--- config.mk ---
export PLATFORM = sky130hd
export DESIGN_NAME = dwsd_cfg
export DESIGN_NICKNAME = d
export VERILOG_FILES = /design/src/dwsd_pkg.sv /design/src/dwsd_cfg.sv
export SDC_FILE = /design/constraint.sdc
export NUM_CORES = 1
export LEC_CHECK = 0
export ABC_AREA = 1
export BUFFER_PORTS_ARGS = -buffer_cell sky130_fd_sc_hd__buf_4
export CAP_MARGIN = 10
export CORE_MARGIN = 2
export CORE_UTILIZATION = 30
export DETAILED_ROUTE_END_ITERATION = 7
export PLACE_DENSITY_LB_ADDON = 0.1
export SLEW_MARGIN = 20
export SYNTH_ARGS = -nofsm -noshare
export SYNTH_HDL_FRONTEND = slang
export SYNTH_SLANG_ARGS = --single-unit
--- constraint.sdc ---
create_clock -name clk -period 1.6 [get_ports clk]
set_input_delay 0.4 -clock clk [delete_from_list [all_inputs] [get_ports clk]]
set_output_delay 0.4 -clock clk [all_outputs]
set_load 0.01 [all_outputs]
--- src/dwsd_pkg.sv ---
// ----------------------------------------------------------------------------
// dwsd_pkg: shared types and constants for the dropout-weighted distance core
// Widths, command/status structs, multiplier operand codes and the logistic
// table contents, computed at elaboration.
// ----------------------------------------------------------------------------
package dwsd_pkg;

    localparam int COUNT_W     = 32;
    localparam int SUM_W       = 64;
    localparam int CFG_W       = 32;
    localparam int PADDR_W     = 3;
    localparam int SIG_W       = 17;
    localparam int SIG_ENTRIES = 2048;
    localparam int SIG_IDX_W   = $clog2(SIG_ENTRIES);
    localparam int MUL_W       = 34;
    localparam int Z_HI        = 36;    // bit weight of 16.0 in Q32.32

    localparam logic [SUM_W-1:0] ROUND_HALF = 64'd32768;

    // multiplier operand select
    localparam logic [1:0] MUL_ARG  = 2'd0;
    localparam logic [1:0] MUL_PROD = 2'd1;
    localparam logic [1:0] MUL_SQ   = 2'd2;

    typedef struct packed {
        logic                 load;
        logic                 mul_en;
        logic [1:0]           mul_sel;
        logic                 mag_en;
        logic                 acc;
        logic                 emit;
        logic                 fill_we;
        logic [SIG_IDX_W-1:0] fill_addr;
    } dwsd_cmd_t;

    typedef struct packed {
        logic last;
    } dwsd_stat_t;

    typedef logic [SIG_W-1:0] sig_table_t [SIG_ENTRIES];

    localparam logic [63:0]        LN2_Q32      = 64'd2977044472;
    localparam logic signed [63:0] SIXTEEN_Q32  = 64'sh0000_0010_0000_0000;
    localparam logic [63:0]        SIG_ZDIV     = 64'(2 * SIG_ENTRIES);
    localparam int                 TAYLOR_TERMS = 15;
    localparam int                 DIVQ_BITS    = 18;

    function automatic logic [63:0] div_by_term(input logic [63:0] x, input int n);
        logic [63:0] q;
        case (n)
            2:       q = x / 2;
            3:       q = x / 3;
            4:       q = x / 4;
            5:       q = x / 5;
            6:       q = x / 6;
            7:       q = x / 7;
            8:       q = x / 8;
            9:       q = x / 9;
            10:      q = x / 10;
            11:      q = x / 11;
            12:      q = x / 12;
            13:      q = x / 13;
            14:      q = x / 14;
            15:      q = x / 15;
            default: q = x;
        endcase
        return q;
    endfunction

    // e^-t, t in Q32.32, result in Q0.32
    function automatic logic [63:0] exp_neg_q32(input logic [63:0] t);
        logic [63:0]        k;
        logic [63:0]        r;
        logic [63:0]        term;
        logic [63:0]        res;
        logic signed [63:0] acc;
        k    = t / LN2_Q32;
        r    = t - k * LN2_Q32;
        term = 64'd1 << 32;
        acc  = $signed(term);
        for (int n = 1; n <= TAYLOR_TERMS; n++)
        begin
            term = div_by_term((term * r) >> 32, n);
            if ((n % 2) != 0)
                acc = acc - $signed(term);
            else
                acc = acc + $signed(term);
        end
        if (acc < 0)
            acc = 64'sd0;
        if (k > 64'd63)
            res = 64'd0;
        else
            res = 64'(acc) >> k;
        return res;
    endfunction

    // restoring division, quotient known to fit DIVQ_BITS
    function automatic logic [63:0] div_short_q(input logic [63:0] num, input logic [63:0] den);
        logic [63:0] rem;
        logic [63:0] q;
        rem = num;
        q   = 64'd0;
        for (int b = DIVQ_BITS - 1; b >= 0; b--)
        begin
            if (rem >= (den << b))
            begin
                rem  = rem - (den << b);
                q[b] = 1'b1;
            end
        end
        return q;
    endfunction

    function automatic logic [SIG_W-1:0] sig_entry(input int i);
        logic signed [63:0] z;
        logic [63:0]        t;
        logic [63:0]        e;
        logic [63:0]        den;
        logic [63:0]        num;
        z   = $signed((64'(2 * i + 1) * (64'd32 << 32)) / SIG_ZDIV) - SIXTEEN_Q32;
        t   = (z < 0) ? 64'(-z) : 64'(z);
        e   = exp_neg_q32(t);
        den = (64'd1 << 32) + e;
        if (z >= 0)
            num = (e << 16) + (den >> 1);
        else
            num = (64'd1 << 48) + (den >> 1);
        return SIG_W'(div_short_q(num, den));
    endfunction

    function automatic sig_table_t build_sig_table();
        sig_table_t tbl;
        for (int i = 0; i < SIG_ENTRIES; i++)
        begin
            tbl[i] = sig_entry(i);
        end
        return tbl;
    endfunction

    localparam sig_table_t SIG_TABLE = build_sig_table();

endpackage

--- src/dwsd_cfg.sv ---
// ----------------------------------------------------------------------------
// dwsd_cfg: APB register file
// Holds the logistic slope and midpoint.
// ----------------------------------------------------------------------------
module dwsd_cfg (
    input  logic                         clk,
    input  logic                         rst_n,
    input  logic                         psel,
    input  logic                         penable,
    input  logic                         pwrite,
    input  logic [dwsd_pkg::PADDR_W-1:0] paddr,
    input  logic [dwsd_pkg::CFG_W-1:0]   pwdata,
    output logic [dwsd_pkg::CFG_W-1:0]   prdata,
    output logic                         pready,
    output logic [dwsd_pkg::CFG_W-1:0]   slope,
    output logic [dwsd_pkg::CFG_W-1:0]   midpoint
);

    localparam logic REG_SLOPE    = 1'b0;
    localparam logic REG_MIDPOINT = 1'b1;

    logic [dwsd_pkg::CFG_W-1:0] slope_reg;
    logic [dwsd_pkg::CFG_W-1:0] slope_next;
    logic [dwsd_pkg::CFG_W-1:0] midpoint_reg;
    logic [dwsd_pkg::CFG_W-1:0] midpoint_next;
    logic                       wr;
    logic                       sel;

    assign wr     = psel & penable & pwrite;
    assign sel    = paddr[2];
    assign pready = 1'b1;

    always_comb
    begin
        slope_next    = slope_reg;
        midpoint_next = midpoint_reg;
        if (wr)
        begin
            unique case (sel)
                REG_SLOPE:    slope_next    = pwdata;
                REG_MIDPOINT: midpoint_next = pwdata;
            endcase
        end
    end

    always_comb
    begin
        unique case (sel)
            REG_SLOPE:    prdata = slope_reg;
            REG_MIDPOINT: prdata = midpoint_reg;
        endcase
    end

    always_ff @(posedge clk or negedge rst_n)
    begin
        if (!rst_n)
        begin
            slope_reg    <= 32'd65536;
            midpoint_reg <= 32'd0;
        end
        else
        begin
            slope_reg    <= slope_next;
            midpoint_reg <= midpoint_next;
        end
    end

    assign slope    = slope_reg;
    assign midpoint = midpoint_reg;

endmodule

==> impl_metrics.ini <==
[routing]
finalWirelength_microns = 8800
vias = 2904
drtIter0Drc = 93
ant_nets = 0
vias_per_cell = 4.45
dr.pass1.iters = 4
drc = 0
wl_per_cell_microns = 13.5

[timing]
setup_ws_ns = 0.110
drv_slew = 0
setup_viol = 0
fin_skew_ns = 0
hold_viol = 0
setup_tns_ns = 0
rsz0062_at_grt = false
max_freq_mhz = 671
layout_min_cycle_time_ns = 1.49
finalCritPeriodShare_pct = 93.1
holdWs_ns = 0.314

[synth]
synthTopCellsByCount = 224 x nand2_1, 64 x nand3_1, 63 x dfrtp_1, 13 x buf_6, 9 x buf_2
synth.avg_cell_area_sq_um = 7.82
synth.most_common_cell = nand2_1
synth_area_leaders = dfrtp_1 52%, nand2_1 28%, nand3_1 11%
synth.top_cell.area_share_pct = 52.2
synth_cell_type_count = 14
ys_seq_area_share_pct = 53.1
syn-num-nets = 426
yosysWarnings = 0
yosys.area.top_type = dfrtp_1
synth-edff-count = 0
synthesis.area_sq_um = 3020
ys_ff_latch = 64
syn_inst = 386
synth_ff_type = dfrtp_1
async_reset_ff_share_pct = 100

[layout]
fillCellCount = 998
multi_input_area_sq_um = 1190
utilization_pct = 44.3
stdcell_area_sq_um = 4330
post_route_cells_drive_above_1_share_pct = 31.3
area_delta_synth_final_pct = 43.3
final_nets = 557
antenna_cells = 0
final_cells = 653
regArea_sq_um = 1600

[min_path]
min_path_type = in2reg

[clock_tree]
clockRootBuffer = clkbuf_8
cts_tree = yes
cts_buffer_depth = 2
clock_sinks = 64
h-tree-depth = 3
clk_latency_ns = 0.32
cts_buffers = 9
clk_pin_slew_ns = 0.07

[die]
dieArea_sq_um = 10900
pin_count = 137
coreArea_sq_um = 9770
dieHeight_microns = 104
start_util_pct = 30.9
num_rows = 36
die_x_microns = 104

[worst_setup_path]
worstPathMaxFanout = 3
crit_type = reg2out
required_ns = 1.20
cp.arrival_ns = 1.09
crit_path_start_kind = flop
end_kind = output port

[grt]
antenna_found_initial = 0
grt-ovfl-total = 0
grt_util_all_layers_pct = 16.1
grt_max_degree = 33
grt_pass1_wl_microns = 14100
grt_pass1_vias = 2773

[placed_design]
hpwl_microns = 5870
placed_area_sq_um = 4140
pre_cts_ws_ns = 0.0950
place_congestion = 0.742
dp_cells = 638
numPortBuffers = 133

[pwr]
power.leakage_nw = 2.47
ir_drop_mv = 0.409
p_per_area_nw_per_um2 = 1160
total_power_mw = 5.00

[status]
status = finished clean

[job]
max_cap_viol_count = 0
final cells by class:
type / instances / share of cell area [%]
sequential: 64 / 37.1
multi-input combinational: 293 / 27.6
timing repair buffer: 147 / 27.3
clock buffer: 14 / 3.99
tap: 133 / 3.85
inverter: 2 / 0.174
cells in the final DEF, fill, tap and decap left out, drive strengths merged:
cell,count
nand2,225
buf,146
nand3,64
dfrtp,63
clkbuf,14
inv,2
nand4,2
nor2,1
conb,1
dlygate4sd3,1
dfstp,1
cells by family after synthesis:
group | Yosys count | share of synthesized area (%)
simple gates | 292 | 39.5
other cells | 1 | 0.124
buf+inv | 29 | 7.33
flops | 64 | 53.1
report_power, final:
part / internal, mW / leakage, nW / switching (mW)
clock network: 0.675 / 0.0886 / 0.564
logic: 0.813 / 1.58 / 0.760
registers: 1.93 / 0.803 / 0.266
total: 3.42 / 2.47 / 1.59
what timing repair did:
item	CTS	global route
gates resized for setup	0	0
hold buffers	1	0
endpoints found under the hold margin	21	0
setup buffers	0	0
routing by layer:
metal / vias to the layer above / wire (microns) / global-route usage [%]
met2: 74 / 4230 / 27.0
met3: 13 / 434 / 3.51
met5: - / 0 / 0
li1: 1463 / - / -
met1: 1354 / 3980 / 20.0
met4: 0 / 151 / 6.56
final timing paths:
| check | from | to | slack [ns] | depth (start not counted) |
|---|---|---|---|---|
| setup / recovery | slope[16]$_DFFE_PN1P_ | prdata[16] | 0.11 | 3 |
| hold reg to reg | slope[16]$_DFFE_PN1P_ | slope[16]$_DFFE_PN1P_ | 0.48 | 2 |
| min in group asynchronous | rst_n | midpoint[28]$_DFFE_PN0P_ | 0.51 | 2 |
| setup reg to reg | slope[16]$_DFFE_PN1P_ | slope[16]$_DFFE_PN1P_ | 0.89 | 2 |
| max in group asynchronous | rst_n | midpoint[9]$_DFFE_PN0P_ | 0.59 | 3 |
| hold / removal | pwdata[26] | midpoint[26]$_DFFE_PN0P_ | 0.31 | 3 |
worst max-delay path, stage by stage, from the launching register on:
cell,delay [ns]
dfstp_2,0.55
nand2_1,0.05
nand2_1,0.06
buf_4,0.11
(Power assumes the default switching activity.)
