[src/dwsd_pkg.sv]
// ----------------------------------------------------------------------------
// dwsd_pkg: shared types and constants for the dropout-weighted distance core
// Widths, command/status structs, multiplier operand codes and the logistic
// table contents, computed at elaboration.
// ----------------------------------------------------------------------------
package dwsd_pkg;

    localparam int COUNT_W     = 32;
    localparam int SUM_W       = 64;
    localparam int CFG_W       = 32;
    localparam int PADDR_W     = 3;
    localparam int SIG_W       = 17;
    localparam int SIG_ENTRIES = 2048;
    localparam int SIG_IDX_W   = $clog2(SIG_ENTRIES);
    localparam int MUL_W       = 34;
    localparam int Z_HI        = 36;    // bit weight of 16.0 in Q32.32

    localparam logic [SUM_W-1:0] ROUND_HALF = 64'd32768;

    // multiplier operand select
    localparam logic [1:0] MUL_ARG  = 2'd0;
    localparam logic [1:0] MUL_PROD = 2'd1;
    localparam logic [1:0] MUL_SQ   = 2'd2;

    typedef struct packed {
        logic                 load;
        logic                 mul_en;
        logic [1:0]           mul_sel;
        logic                 mag_en;
        logic                 acc;
        logic                 emit;
        logic                 fill_we;
        logic [SIG_IDX_W-1:0] fill_addr;
    } dwsd_cmd_t;

    typedef struct packed {
        logic last;
    } dwsd_stat_t;

    typedef logic [SIG_W-1:0] sig_table_t [SIG_ENTRIES];

    localparam logic [63:0]        LN2_Q32      = 64'd2977044472;
    localparam logic signed [63:0] SIXTEEN_Q32  = 64'sh0000_0010_0000_0000;
    localparam logic [63:0]        SIG_ZDIV     = 64'(2 * SIG_ENTRIES);
    localparam int                 TAYLOR_TERMS = 15;
    localparam int                 DIVQ_BITS    = 18;

    function automatic logic [63:0] div_by_term(input logic [63:0] x, input int n);
        logic [63:0] q;
        case (n)
            2:       q = x / 2;
            3:       q = x / 3;
            4:       q = x / 4;
            5:       q = x / 5;
            6:       q = x / 6;
            7:       q = x / 7;
            8:       q = x / 8;
            9:       q = x / 9;
            10:      q = x / 10;
            11:      q = x / 11;
            12:      q = x / 12;
            13:      q = x / 13;
            14:      q = x / 14;
            15:      q = x / 15;
            default: q = x;
        endcase
        return q;
    endfunction

    // e^-t, t in Q32.32, result in Q0.32
    function automatic logic [63:0] exp_neg_q32(input logic [63:0] t);
        logic [63:0]        k;
        logic [63:0]        r;
        logic [63:0]        term;
        logic [63:0]        res;
        logic signed [63:0] acc;
        k    = t / LN2_Q32;
        r    = t - k * LN2_Q32;
        term = 64'd1 << 32;
        acc  = $signed(term);
        for (int n = 1; n <= TAYLOR_TERMS; n++)
        begin
            term = div_by_term((term * r) >> 32, n);
            if ((n % 2) != 0)
                acc = acc - $signed(term);
            else
                acc = acc + $signed(term);
        end
        if (acc < 0)
            acc = 64'sd0;
        if (k > 64'd63)
            res = 64'd0;
        else
            res = 64'(acc) >> k;
        return res;
    endfunction

    // restoring division, quotient known to fit DIVQ_BITS
    function automatic logic [63:0] div_short_q(input logic [63:0] num, input logic [63:0] den);
        logic [63:0] rem;
        logic [63:0] q;
        rem = num;
        q   = 64'd0;
        for (int b = DIVQ_BITS - 1; b >= 0; b--)
        begin
            if (rem >= (den << b))
            begin
                rem  = rem - (den << b);
                q[b] = 1'b1;
            end
        end
        return q;
    endfunction

    function automatic logic [SIG_W-1:0] sig_entry(input int i);
        logic signed [63:0] z;
        logic [63:0]        t;
        logic [63:0]        e;
        logic [63:0]        den;
        logic [63:0]        num;
        z   = $signed((64'(2 * i + 1) * (64'd32 << 32)) / SIG_ZDIV) - SIXTEEN_Q32;
        t   = (z < 0) ? 64'(-z) : 64'(z);
        e   = exp_neg_q32(t);
        den = (64'd1 << 32) + e;
        if (z >= 0)
            num = (e << 16) + (den >> 1);
        else
            num = (64'd1 << 48) + (den >> 1);
        return SIG_W'(div_short_q(num, den));
    endfunction

    function automatic sig_table_t build_sig_table();
        sig_table_t tbl;
        for (int i = 0; i < SIG_ENTRIES; i++)
        begin
            tbl[i] = sig_entry(i);
        end
        return tbl;
    endfunction

    localparam sig_table_t SIG_TABLE = build_sig_table();

endpackage

[src/dwsd_ctrl.sv]
// ----------------------------------------------------------------------------
// dwsd_ctrl: sequencer
// Table fill after reset, then one request at a time through the shared
// multiplier: argument, lookup, impute, difference, square, accumulate.
// ----------------------------------------------------------------------------
module dwsd_ctrl (
    input  logic                   clk,
    input  logic                   rst_n,
    input  logic                   in_valid,
    input  logic                   dropout_a,
    input  logic                   dropout_b,
    output logic                   in_ready,
    input  logic                   out_ready,
    output logic                   out_valid,
    input  dwsd_pkg::dwsd_stat_t   stat,
    output dwsd_pkg::dwsd_cmd_t    cmd
);

    localparam logic [2:0] ST_FILL = 3'd0;
    localparam logic [2:0] ST_IDLE = 3'd1;
    localparam logic [2:0] ST_ARG  = 3'd2;
    localparam logic [2:0] ST_IDX  = 3'd3;
    localparam logic [2:0] ST_PROD = 3'd4;
    localparam logic [2:0] ST_DIFF = 3'd5;
    localparam logic [2:0] ST_SQ   = 3'd6;
    localparam logic [2:0] ST_ACC  = 3'd7;

    logic [2:0]                     state_reg;
    logic [2:0]                     state_next;
    logic [dwsd_pkg::SIG_IDX_W-1:0] fill_cnt_reg;
    logic [dwsd_pkg::SIG_IDX_W-1:0] fill_cnt_next;
    logic                           out_valid_reg;
    logic                           out_valid_next;
    logic                           hold;

    assign hold = stat.last & out_valid_reg & ~out_ready;

    always_comb
    begin
        state_next     = state_reg;
        fill_cnt_next  = fill_cnt_reg;
        in_ready       = 1'b0;
        cmd            = '0;
        cmd.mul_sel    = dwsd_pkg::MUL_ARG;
        cmd.fill_addr  = fill_cnt_reg;
        unique case (state_reg)
            ST_FILL:
            begin
                cmd.fill_we   = 1'b1;
                fill_cnt_next = fill_cnt_reg + 1'b1;
                if (fill_cnt_reg == dwsd_pkg::SIG_IDX_W'(dwsd_pkg::SIG_ENTRIES - 1))
                    state_next = ST_IDLE;
            end
            ST_IDLE:
            begin
                in_ready = 1'b1;
                if (in_valid)
                begin
                    cmd.load = 1'b1;
                    if (dropout_a & dropout_b)
                        state_next = ST_ACC;
                    else if (dropout_a | dropout_b)
                        state_next = ST_ARG;
                    else
                        state_next = ST_SQ;
                end
            end
            ST_ARG:
            begin
                cmd.mul_en  = 1'b1;
                cmd.mul_sel = dwsd_pkg::MUL_ARG;
                state_next  = ST_IDX;
            end
            ST_IDX:
            begin
                state_next = ST_PROD;
            end
            ST_PROD:
            begin
                cmd.mul_en  = 1'b1;
                cmd.mul_sel = dwsd_pkg::MUL_PROD;
                state_next  = ST_DIFF;
            end
            ST_DIFF:
            begin
                cmd.mag_en = 1'b1;
                state_next = ST_SQ;
            end
            ST_SQ:
            begin
                cmd.mul_en  = 1'b1;
                cmd.mul_sel = dwsd_pkg::MUL_SQ;
                state_next  = ST_ACC;
            end
            ST_ACC:
            begin
                if (!hold)
                begin
                    cmd.acc    = 1'b1;
                    cmd.emit   = stat.last;
                    state_next = ST_IDLE;
                end
            end
        endcase
    end

    always_comb
    begin
        if (cmd.emit)
            out_valid_next = 1'b1;
        else if (out_ready)
            out_valid_next = 1'b0;
        else
            out_valid_next = out_valid_reg;
    end

    always_ff @(posedge clk or negedge rst_n)
    begin
        if (!rst_n)
        begin
            state_reg     <= ST_FILL;
            fill_cnt_reg  <= '0;
            out_valid_reg <= 1'b0;
        end
        else
        begin
            state_reg     <= state_next;
            fill_cnt_reg  <= fill_cnt_next;
            out_valid_reg <= out_valid_next;
        end
    end

    assign out_valid = out_valid_reg;

endmodule

[config.mk]
export PLATFORM = sky130hd
export DESIGN_NAME = dwsd_ctrl
export DESIGN_NICKNAME = d
export VERILOG_FILES = /design/src/dwsd_pkg.sv /design/src/dwsd_ctrl.sv
export SDC_FILE = /design/constraint.sdc
export NUM_CORES = 1
export LEC_CHECK = 0
export BUFFER_PORTS_ARGS = -buffer_cell sky130_fd_sc_hd__buf_2
export CAP_MARGIN = 20
export CORE_MARGIN = 2
export CORE_UTILIZATION = 45
export DETAILED_ROUTE_END_ITERATION = 8
export PLACE_DENSITY_LB_ADDON = 0.25
export SYNTH_ARGS = -nofsm -noshare
export SYNTH_HDL_FRONTEND = slang
export SYNTH_SLANG_ARGS = --single-unit
[constraint.sdc]
create_clock -name clk -period 2.43 [get_ports clk]
set_input_delay 0.3645 -clock clk [delete_from_list [all_inputs] [get_ports clk]]
set_output_delay 0.3645 -clock clk [all_outputs]
set_load 0.05 [all_outputs]
==> results of run 1 <==
==> logic make-up (layout without fill, tap and decap cells) <==
family                   after synthesis  in the layout  synth area share
buffers and inverters                  8             36            0.0601
XOR/XNOR                              10             10             0.108
AO/OA/AOI/OAI                          8              8            0.0632
AND/OR/NAND/NOR                       38             38             0.276
flip-flops                            15             15             0.462
adder cells (fa/ha/maj)                2              2            0.0308
==> cell usage after synthesis (all sizes together) (2+ instances only) <==
library cell / instances / area, um^2
nand2: 10 / 37.5
a21boi: 2 / 15.0
xor2: 8 / 70.1
nand4: 3 / 18.8
nor2: 6 / 22.5
xnor2: 2 / 17.5
nand3: 2 / 10.0
inv: 4 / 15.0
nor4: 4 / 52.6
nor3: 5 / 25.0
dfrtp: 15 / 375
nor2b: 3 / 18.8
buf: 3 / 30.0
o21ai: 3 / 15.0
ha: 2 / 25.0
==> how the worst min path moves through the flow <==
stage,cells past startpoint,end
6_report,3,out_valid
5_1_grt,3,out_valid
4_1_cts,3,out_valid
3_5_place_dp,1,state_reg[1]
3_3_place_gp,1,state_reg[1]
2_1_floorplan,0,fill_cnt_reg[0]
==> power breakdown <==
group / internal, mW / switching [mW]
Combinational: 0.159 / 0.483
Sequential: 0.311 / 0.0897
Clock: 0.0610 / 0.0776
==> critical path, delay by kind of cell (launching register included) <==
| family | cells | cell delay (ns) |
|---|---|---|
| buffers and inverters | 2 | 0.42 |
| and+or+nand+nor | 1 | 0.49 |
| DFF | 1 | 0.49 |
==> layer usage <==
layer / routed length (um) / up-vias
met5: 0 / -
met4: 19 / 0
met3: 88 / 2
met2: 680 / 16
met1: 713 / 303
li1: - / 337
==> final cells by class <==
cell class,instances,share of cell area
Timing Repair Buffer,28,0.148
Tap cell,25,0.0318
Multi-Input combinational cell,58,0.395
Clock inverter,1,0.00510
Clock buffer,3,0.0229
Inverter,4,0.0153
Sequential cell,15,0.382
==> metrics, run 1 <==
slowest CP cell=dfrtp_1; share of cells above drive strength 1=0.321; cts hold-fix bufs=1; M2 GR Usage=0.242; final net count=about 120; P&R area growth vs syn=21.0%; cell area after synthesis=between 800 and 900 um^2; Post-synth EDFFs=0; CTS resizes=0; Inserted Diodes=0; fin crit period=2.05 ns; register area=about 380 um^2; worst path arrival time=around 1.7 ns; clock tree sinks=15; DR vias=658; Unique masters post-synth=27; worst hold start=out_ready; initial core utilization=0.475; total core area=0.00171 mm^2; Power Dens Cells=1200 mW/mm^2; Most Used Layer, Global Route=met2; commonest non-fill, non-tap cell in the layout=buf_2; largest net degree at the start of global routing=16; DP Area=945 um^2; Fmax=0.489 GHz; Total Power=1.18 mW; clock skew=0.00705 ns; Die ar.=between 0.002 and 0.0025 mm^2; Tightest Pin Transition=0.321 ns; Setup crit end=cmd[11]; reg2reg start=state_reg[0]; global-route wire length before repair=2.49 mm; Yosys warnings=0; Setup WS pre-CTS=around 0.7 ns; Post-CTS Setup Bufs=0; M3 GR Usage=0.0706; I/O pins=28; syn nets=90; antenna viol nets, final=0; sequential share of the synthesized area=0.462; Syn Inst Count=81; global route total overflow=0; Total GRT Usage=0.171; Hold/Removal Path Class=primary input to flip-flop; hold slack=0.376 ns; die height=about 46 um; max reg flops=11; final wirelength=1.50 mm; worst vdd ir=between 600 and 700 uV; ys flop type=dfrtp_1; later-pin clock latency in the skew report=~0.28 ns; placed wire-length estimate=approximately 1.2 mm; Finished Layout Cells=134; Pleak=0.558 nW; htree depth=1; CTS tree=done; area of the multi-input gates=388 um^2; register-to-register setup slack=approximately 0.83 ns; initial antenna violation count=0; critical path class=flip-flop to output pin; Crit Reg-Reg Endpoint=fill_cnt_reg[7]; cell area after layout=just under 0.001 mm^2; setup tns final=0 ns; Post-route DRC=0; Port Buffer Count=27; met1 usage=0.219; vias in the first global route=593; num rows=15; wire length per cell=~11 um; Critical Path Start=state_reg[0]; fillers=156; Max-Cap Viols=0; setup slack after layout=0.385 ns; placed insts=129; Fin. Hold Viols=0; First DRT Iteration DRCs=5; Clock Tree Root=clkbuf_4; Worst setup SP type=flip-flop; Tcrit/Tclk final=0.842; Avg Vias per Cell=4.91; commonest non-fill, non-tap cells in the layout=27 x buf_2, 15 x dfrtp_1, 10 x nand2_1, 8 x xor2_1, 6 x nor2_1; Clock Pin Slew Worst Setup and Hold Paths=0.09 ns; CP max stage delay=0.49 ns; Slew Limit Fails=0; drt pass-1 iters=4; CP endpoint kind=output pin; Worst R2R Path Depth=3; critical-path cell list=or3_4 -> inv_1 -> buf_2; fin util=0.575; Die Wd=46.5 um; Synth async-reset ratio=1.00; Num CTS Buffers=3; Worst Path Max Fanout=12; synthesized area per cell=10.0 um^2; slew margin rel.=0.784; unrepaired setup endpoints after global routing=no; final setup fails=0; WP data required=2.07 ns; status=completed; post-synthesis register bit count=15; clk buf depth=2; Placer Congestion=0.758
(Power assumes the default switching activity.)
==> run 2, diff against run 1 <==
Settings changed: CORE_UTILIZATION 45 to 43.
Clock period 2.43 ns to 1.7 ns, I/O delays scaled along.
==> metrics, run 2 (synthesized netlist as in run 1, its figures left out) <==
global-route wire length before repair=2.66 mm; Tcrit/Tclk final=0.971; CP endpoint kind=output pin; Net Sw Frac=0.539; later-pin clock latency in the skew report=0.28 ns; htree depth=1; Comb pwr share=0.607; Pleak=~0.57 nW; Post-route DRC=0; reg2reg start=state_reg[0]; Worst setup SP type=flip-flop; Clock Pin Slew Worst Setup and Hold Paths=0.08 ns; antenna viol nets, final=0; Hold/Removal Path Class=primary input to flip-flop; vias in the first global route=around 600; slew margin rel.=0.775; placed wire-length estimate=1.24 mm; worst vdd ir=936 uV; First DRT Iteration DRCs=12; fillers=169; Num CTS Buffers=3; I/O pins=28; status=completed; commonest non-fill, non-tap cell in the layout=buf_2; global route total overflow=0; clk buf depth=2; Placer Congestion=0.738; Pint=0.842 mW; commonest non-fill, non-tap cells in the layout=23 x buf_2, 15 x dfrtp_1, 10 x nand2_1, 8 x xor2_1, 6 x buf_4; Switching Power=0.986 mW; wire length per cell=around 12 um; fin crit period=1.65 ns; Setup crit end=cmd[11]; initial antenna violation count=0; worst path arrival time=1.40 ns; P&R area growth vs syn=28.0%; Fmax=0.606 GHz; total core area=around 0.0017 mm^2; Slew Limit Fails=0; final setup fails=0; Clock Tree Root=clkbuf_4; Power Dens Cells=around 1800 mW/mm^2; setup tns final=0 ns; num rows=15; Die ar.=0.00225 mm^2; Total GRT Usage=0.172; Port Buffer Count=27; final net count=around 120; Critical Path Start=state_reg[0]; Fin. Hold Viols=0; clock tree sinks=15; share of cells above drive strength 1=0.372; Sequential Power Share=0.284; max reg flops=11; Worst R2R Path Depth=4; Tightest Pin Transition=0.337 ns; fin util=0.596; Die Wd=47.5 um; initial core utilization=0.465; unrepaired setup endpoints after global routing=no; critical path class=flip-flop to output pin; Max-Cap Viols=0; Crit Reg-Reg Endpoint=fill_cnt_reg[7]; clock power share=0.110; register-to-register setup slack=0.12 ns; clock skew=0.00439 ns; Worst Hold Path Cells=3; Avg Vias per Cell=just under 5; drt pass-1 iters=4; hold slack=0.270 ns; Worst Path Max Fanout=4; WP data required=1.44 ns; final wirelength=1.71 mm; Inserted Diodes=0; CTS tree=done; DR vias=a little under 700; die height=47.5 um; largest net degree at the start of global routing=16
[run 2: changes by cell type in the layout (fill, tap and decap cells not counted)]
cell	delta
buf_4	+6
nor3_4	+1
nor2_1	-1
nor3_1	-1
clkbuf_4	+2
nor2_2	+1
inv_1	-1
buf_2	-4
clkinvlp_4	+1
[run 2: metal layers]
layer	vias up	global-route usage	wire length (um)
met5	-	0	0
met4	0	0.0833	13
met3	2	0.0340	70
met2	18	0.243	799
met1	322	0.251	829
li1	340	-	-
[run 2: final cells by class]
type / count / area, um^2 / share of cell area
Tap cell: 25 / 31.3 / 0.0301
Sequential cell: 15 / 375 / 0.361
Multi-Input combinational cell: 58 / 402 / 0.386
Clock inverter: 1 / 5.00 / 0.00481
Inverter: 4 / 18.8 / 0.0181
Timing Repair Buffer: 32 / 185 / 0.178
Clock buffer: 3 / 22.5 / 0.0217
[run 2: worst max-delay path, stage by stage (launching register included)]
cell and delay [ns]:
dfrtp_1 0.39, or3_4 0.42, clkinvlp_4 0.11, buf_4 0.20
[run 2: timing repair]
item / CTS / global route
buffers inserted: 1 / 0
pin swaps: 1 / 0
resized for setup: 2 / 3
hold buffers: 1 / 0
setup endpoints to repair: 2 / 3
endpoints found under the hold margin: 15 / 0
[run 2: stage by stage]
step	cells	cell area, um^2	total power [mW]	setup slack, ns
4_1_cts	138	1030	1.82	0.0240
2_1_floorplan	81	827	1.38	-0.201
3_5_place_dp	132	982	1.59	0.198
5_1_grt	138	1040	1.93	0.00642
6_report	138	1040	1.83	0.0494
3_3_place_gp	132	982	1.58	0.234
[run 2: power groups by stage]
stage          Clock, mW  Sequential [mW]  Combinational, mW
3_3_place_gp           0            0.522               1.05
5_1_grt            0.226            0.533               1.18
2_1_floorplan          0            0.702              0.676
3_5_place_dp           0            0.527               1.07
4_1_cts            0.207            0.521               1.09
6_report           0.200            0.519               1.11
[run 2: how the worst min path moves through the flow]
stage | endpoint | slack (ns) | startpoint
3_5_place_dp | fill_cnt_reg[8] | 0.18 | rst_n
4_1_cts | out_valid | 0.27 | out_ready
5_1_grt | out_valid | 0.31 | out_ready
2_1_floorplan | fill_cnt_reg[0] | -0.04 | rst_n
6_report | out_valid | 0.27 | out_ready
3_3_place_gp | state_reg[1] | 0.17 | rst_n
==> run 3, diff against run 2 <==
Settings changed: GPL_TIMING_DRIVEN from default to 0.
==> metrics, run 3 (synthesized netlist as in run 1, its figures left out) <==
placed wire-length estimate=about 1.2 mm; Fin. Hold Viols=0; Pleak=~0.63 nW; worst vdd ir=between 900 and 1000 uV; fin util=0.639; P&R area growth vs syn=37.4%; wire length per cell=13.2 um; Avg Vias per Cell=5.18; CP delay by family, top=flip-flops; Num CTS Buffers=3; Top Layer Used=met4; share of cells above drive strength 1=0.410; Tcrit/Tclk final=0.971; Total GRT Usage=0.190; global-route wire length before repair=slightly below 3 mm; vias in the first global route=642; later-pin clock latency in the skew report=0.28 ns; fillers=151; global route total overflow=0; final wirelength=approximately 1.9 mm; die height=47.5 um; slew margin rel.=0.768; clock tree sinks=15; final setup fails=0; commonest non-fill, non-tap cell in the layout=buf_2; Fmax=0.606 GHz; Tightest Pin Transition=0.347 ns; Slew Limit Fails=0; clock skew=around 0.0010 ns; hold slack=0.272 ns; Worst setup SP type=flip-flop; total core area=0.00175 mm^2; Clock Tree Root=clkbuf_4; Power Dens Cells=1730 mW/mm^2; antenna viol nets, final=0; critical path class=flip-flop to output pin; num rows=15; Die Wd=about 47 um; drt pass-1 iters=5; status=completed; Clock Pin Slew Worst Setup and Hold Paths=about 0.09 ns; clk buf depth=2; Post-route DRC=0; largest net degree at the start of global routing=16; Worst Path Max Fanout=8; DR vias=735; Port Buffer Count=27; worst path bufs/invs=3; DR WL met2=952 um; fin crit period=1.65 ns; Hold/Removal Path Class=primary input to flip-flop; unrepaired setup endpoints after global routing=yes; CTS tree=done; Die ar.=0.00225 mm^2; Metal-1 WL=about 770 um; WP data required=between 1 and 1.5 ns; final net count=127; routed wl met3=112 um; CP max stage delay=0.39 ns; initial core utilization=0.465; commonest non-fill, non-tap cells in the layout=22 x buf_2, 14 x dfrtp_1, 10 x nand2_1, 8 x xor2_1, 7 x buf_4; First DRT Iteration DRCs=27; htree depth=1; initial antenna violation count=0; Max-Cap Viols=0; critical-path cell list=buf_6 -> or3_4 -> clkinvlp_4 -> buf_8; max reg flops=11; Placer Congestion=0.788; Inserted Diodes=0; slowest CP cell=dfrtp_1; I/O pins=28; CP endpoint kind=output pin; worst path arrival time=~1.4 ns
[run 3: layout make-up]
cell class                      count  area, um^2  area share
Clock inverter                      1        5.00     0.00448
Clock buffer                        3        22.5      0.0202
Buffer                              3        30.0      0.0269
Timing Repair Buffer               33         206       0.185
Inverter                            4        18.8      0.0168
Multi-Input combinational cell     58         425       0.381
Tap cell                           25        31.3      0.0280
Sequential cell                    15         377       0.337
[run 3: final timing paths]
kind,startpoint,endpoint,slack [ns],cells after the start
worst min register to register,fill_cnt_reg[8],fill_cnt_reg[8],0.51,1
worst min-delay path,out_ready,out_valid,0.27,3
max in group asynchronous,rst_n,state_reg[2],1.04,2
worst max register to register,state_reg[1],fill_cnt_reg[7],0.09,5
worst max-delay path,state_reg[1],cmd[11],0.05,4
min in group asynchronous,rst_n,fill_cnt_reg[6],0.39,2
[run 3: report_power, final]
part	switching (mW)	leakage [nW]	internal (mW)
Clock	0.121	0.0177	0.0873
Sequential	0.0795	0.196	0.446
Combinational	0.817	0.413	0.379
Total	1.02	0.627	0.912
[run 3: worst register-to-register path, stage by stage (launching register included)]
cell     delay (ns)
dfrtp_1        0.39
buf_6          0.13
or3_4          0.36
buf_6          0.17
nor4_2         0.33
xor2_1         0.17
[run 3: timing repair]
item,4_1_cts,5_1_grt
setup endpoints to repair,2,10
hold buffers,1,0
gates resized for setup,8,10
setup buffers,3,2
pin swaps,1,1
endpoints found under the hold margin,15,0
[run 3: metal layers]
layer,global-route usage,up-vias
met5,0,-
met4,0.100,0
met3,0.0264,6
met2,0.303,27
met1,0.250,352
li1,-,350
[run 3: through the flow]
step / worst slack, ns / power, mW / setup TNS (ns) / cell area (um^2) / instances
after floorplan: -0.201 / 1.38 / -0.402 / 827 / 81
after global placement: 0.100 / 1.58 / 0 / 993 / 133
after detailed placement: 0.101 / 1.59 / 0 / 993 / 133
after CTS: -0.0135 / 1.87 / -0.0135 / 1070 / 140
after global routing: -0.00758 / 2.05 / -0.00758 / 1120 / 142
final: 0.0486 / 1.93 / 0 / 1120 / 142
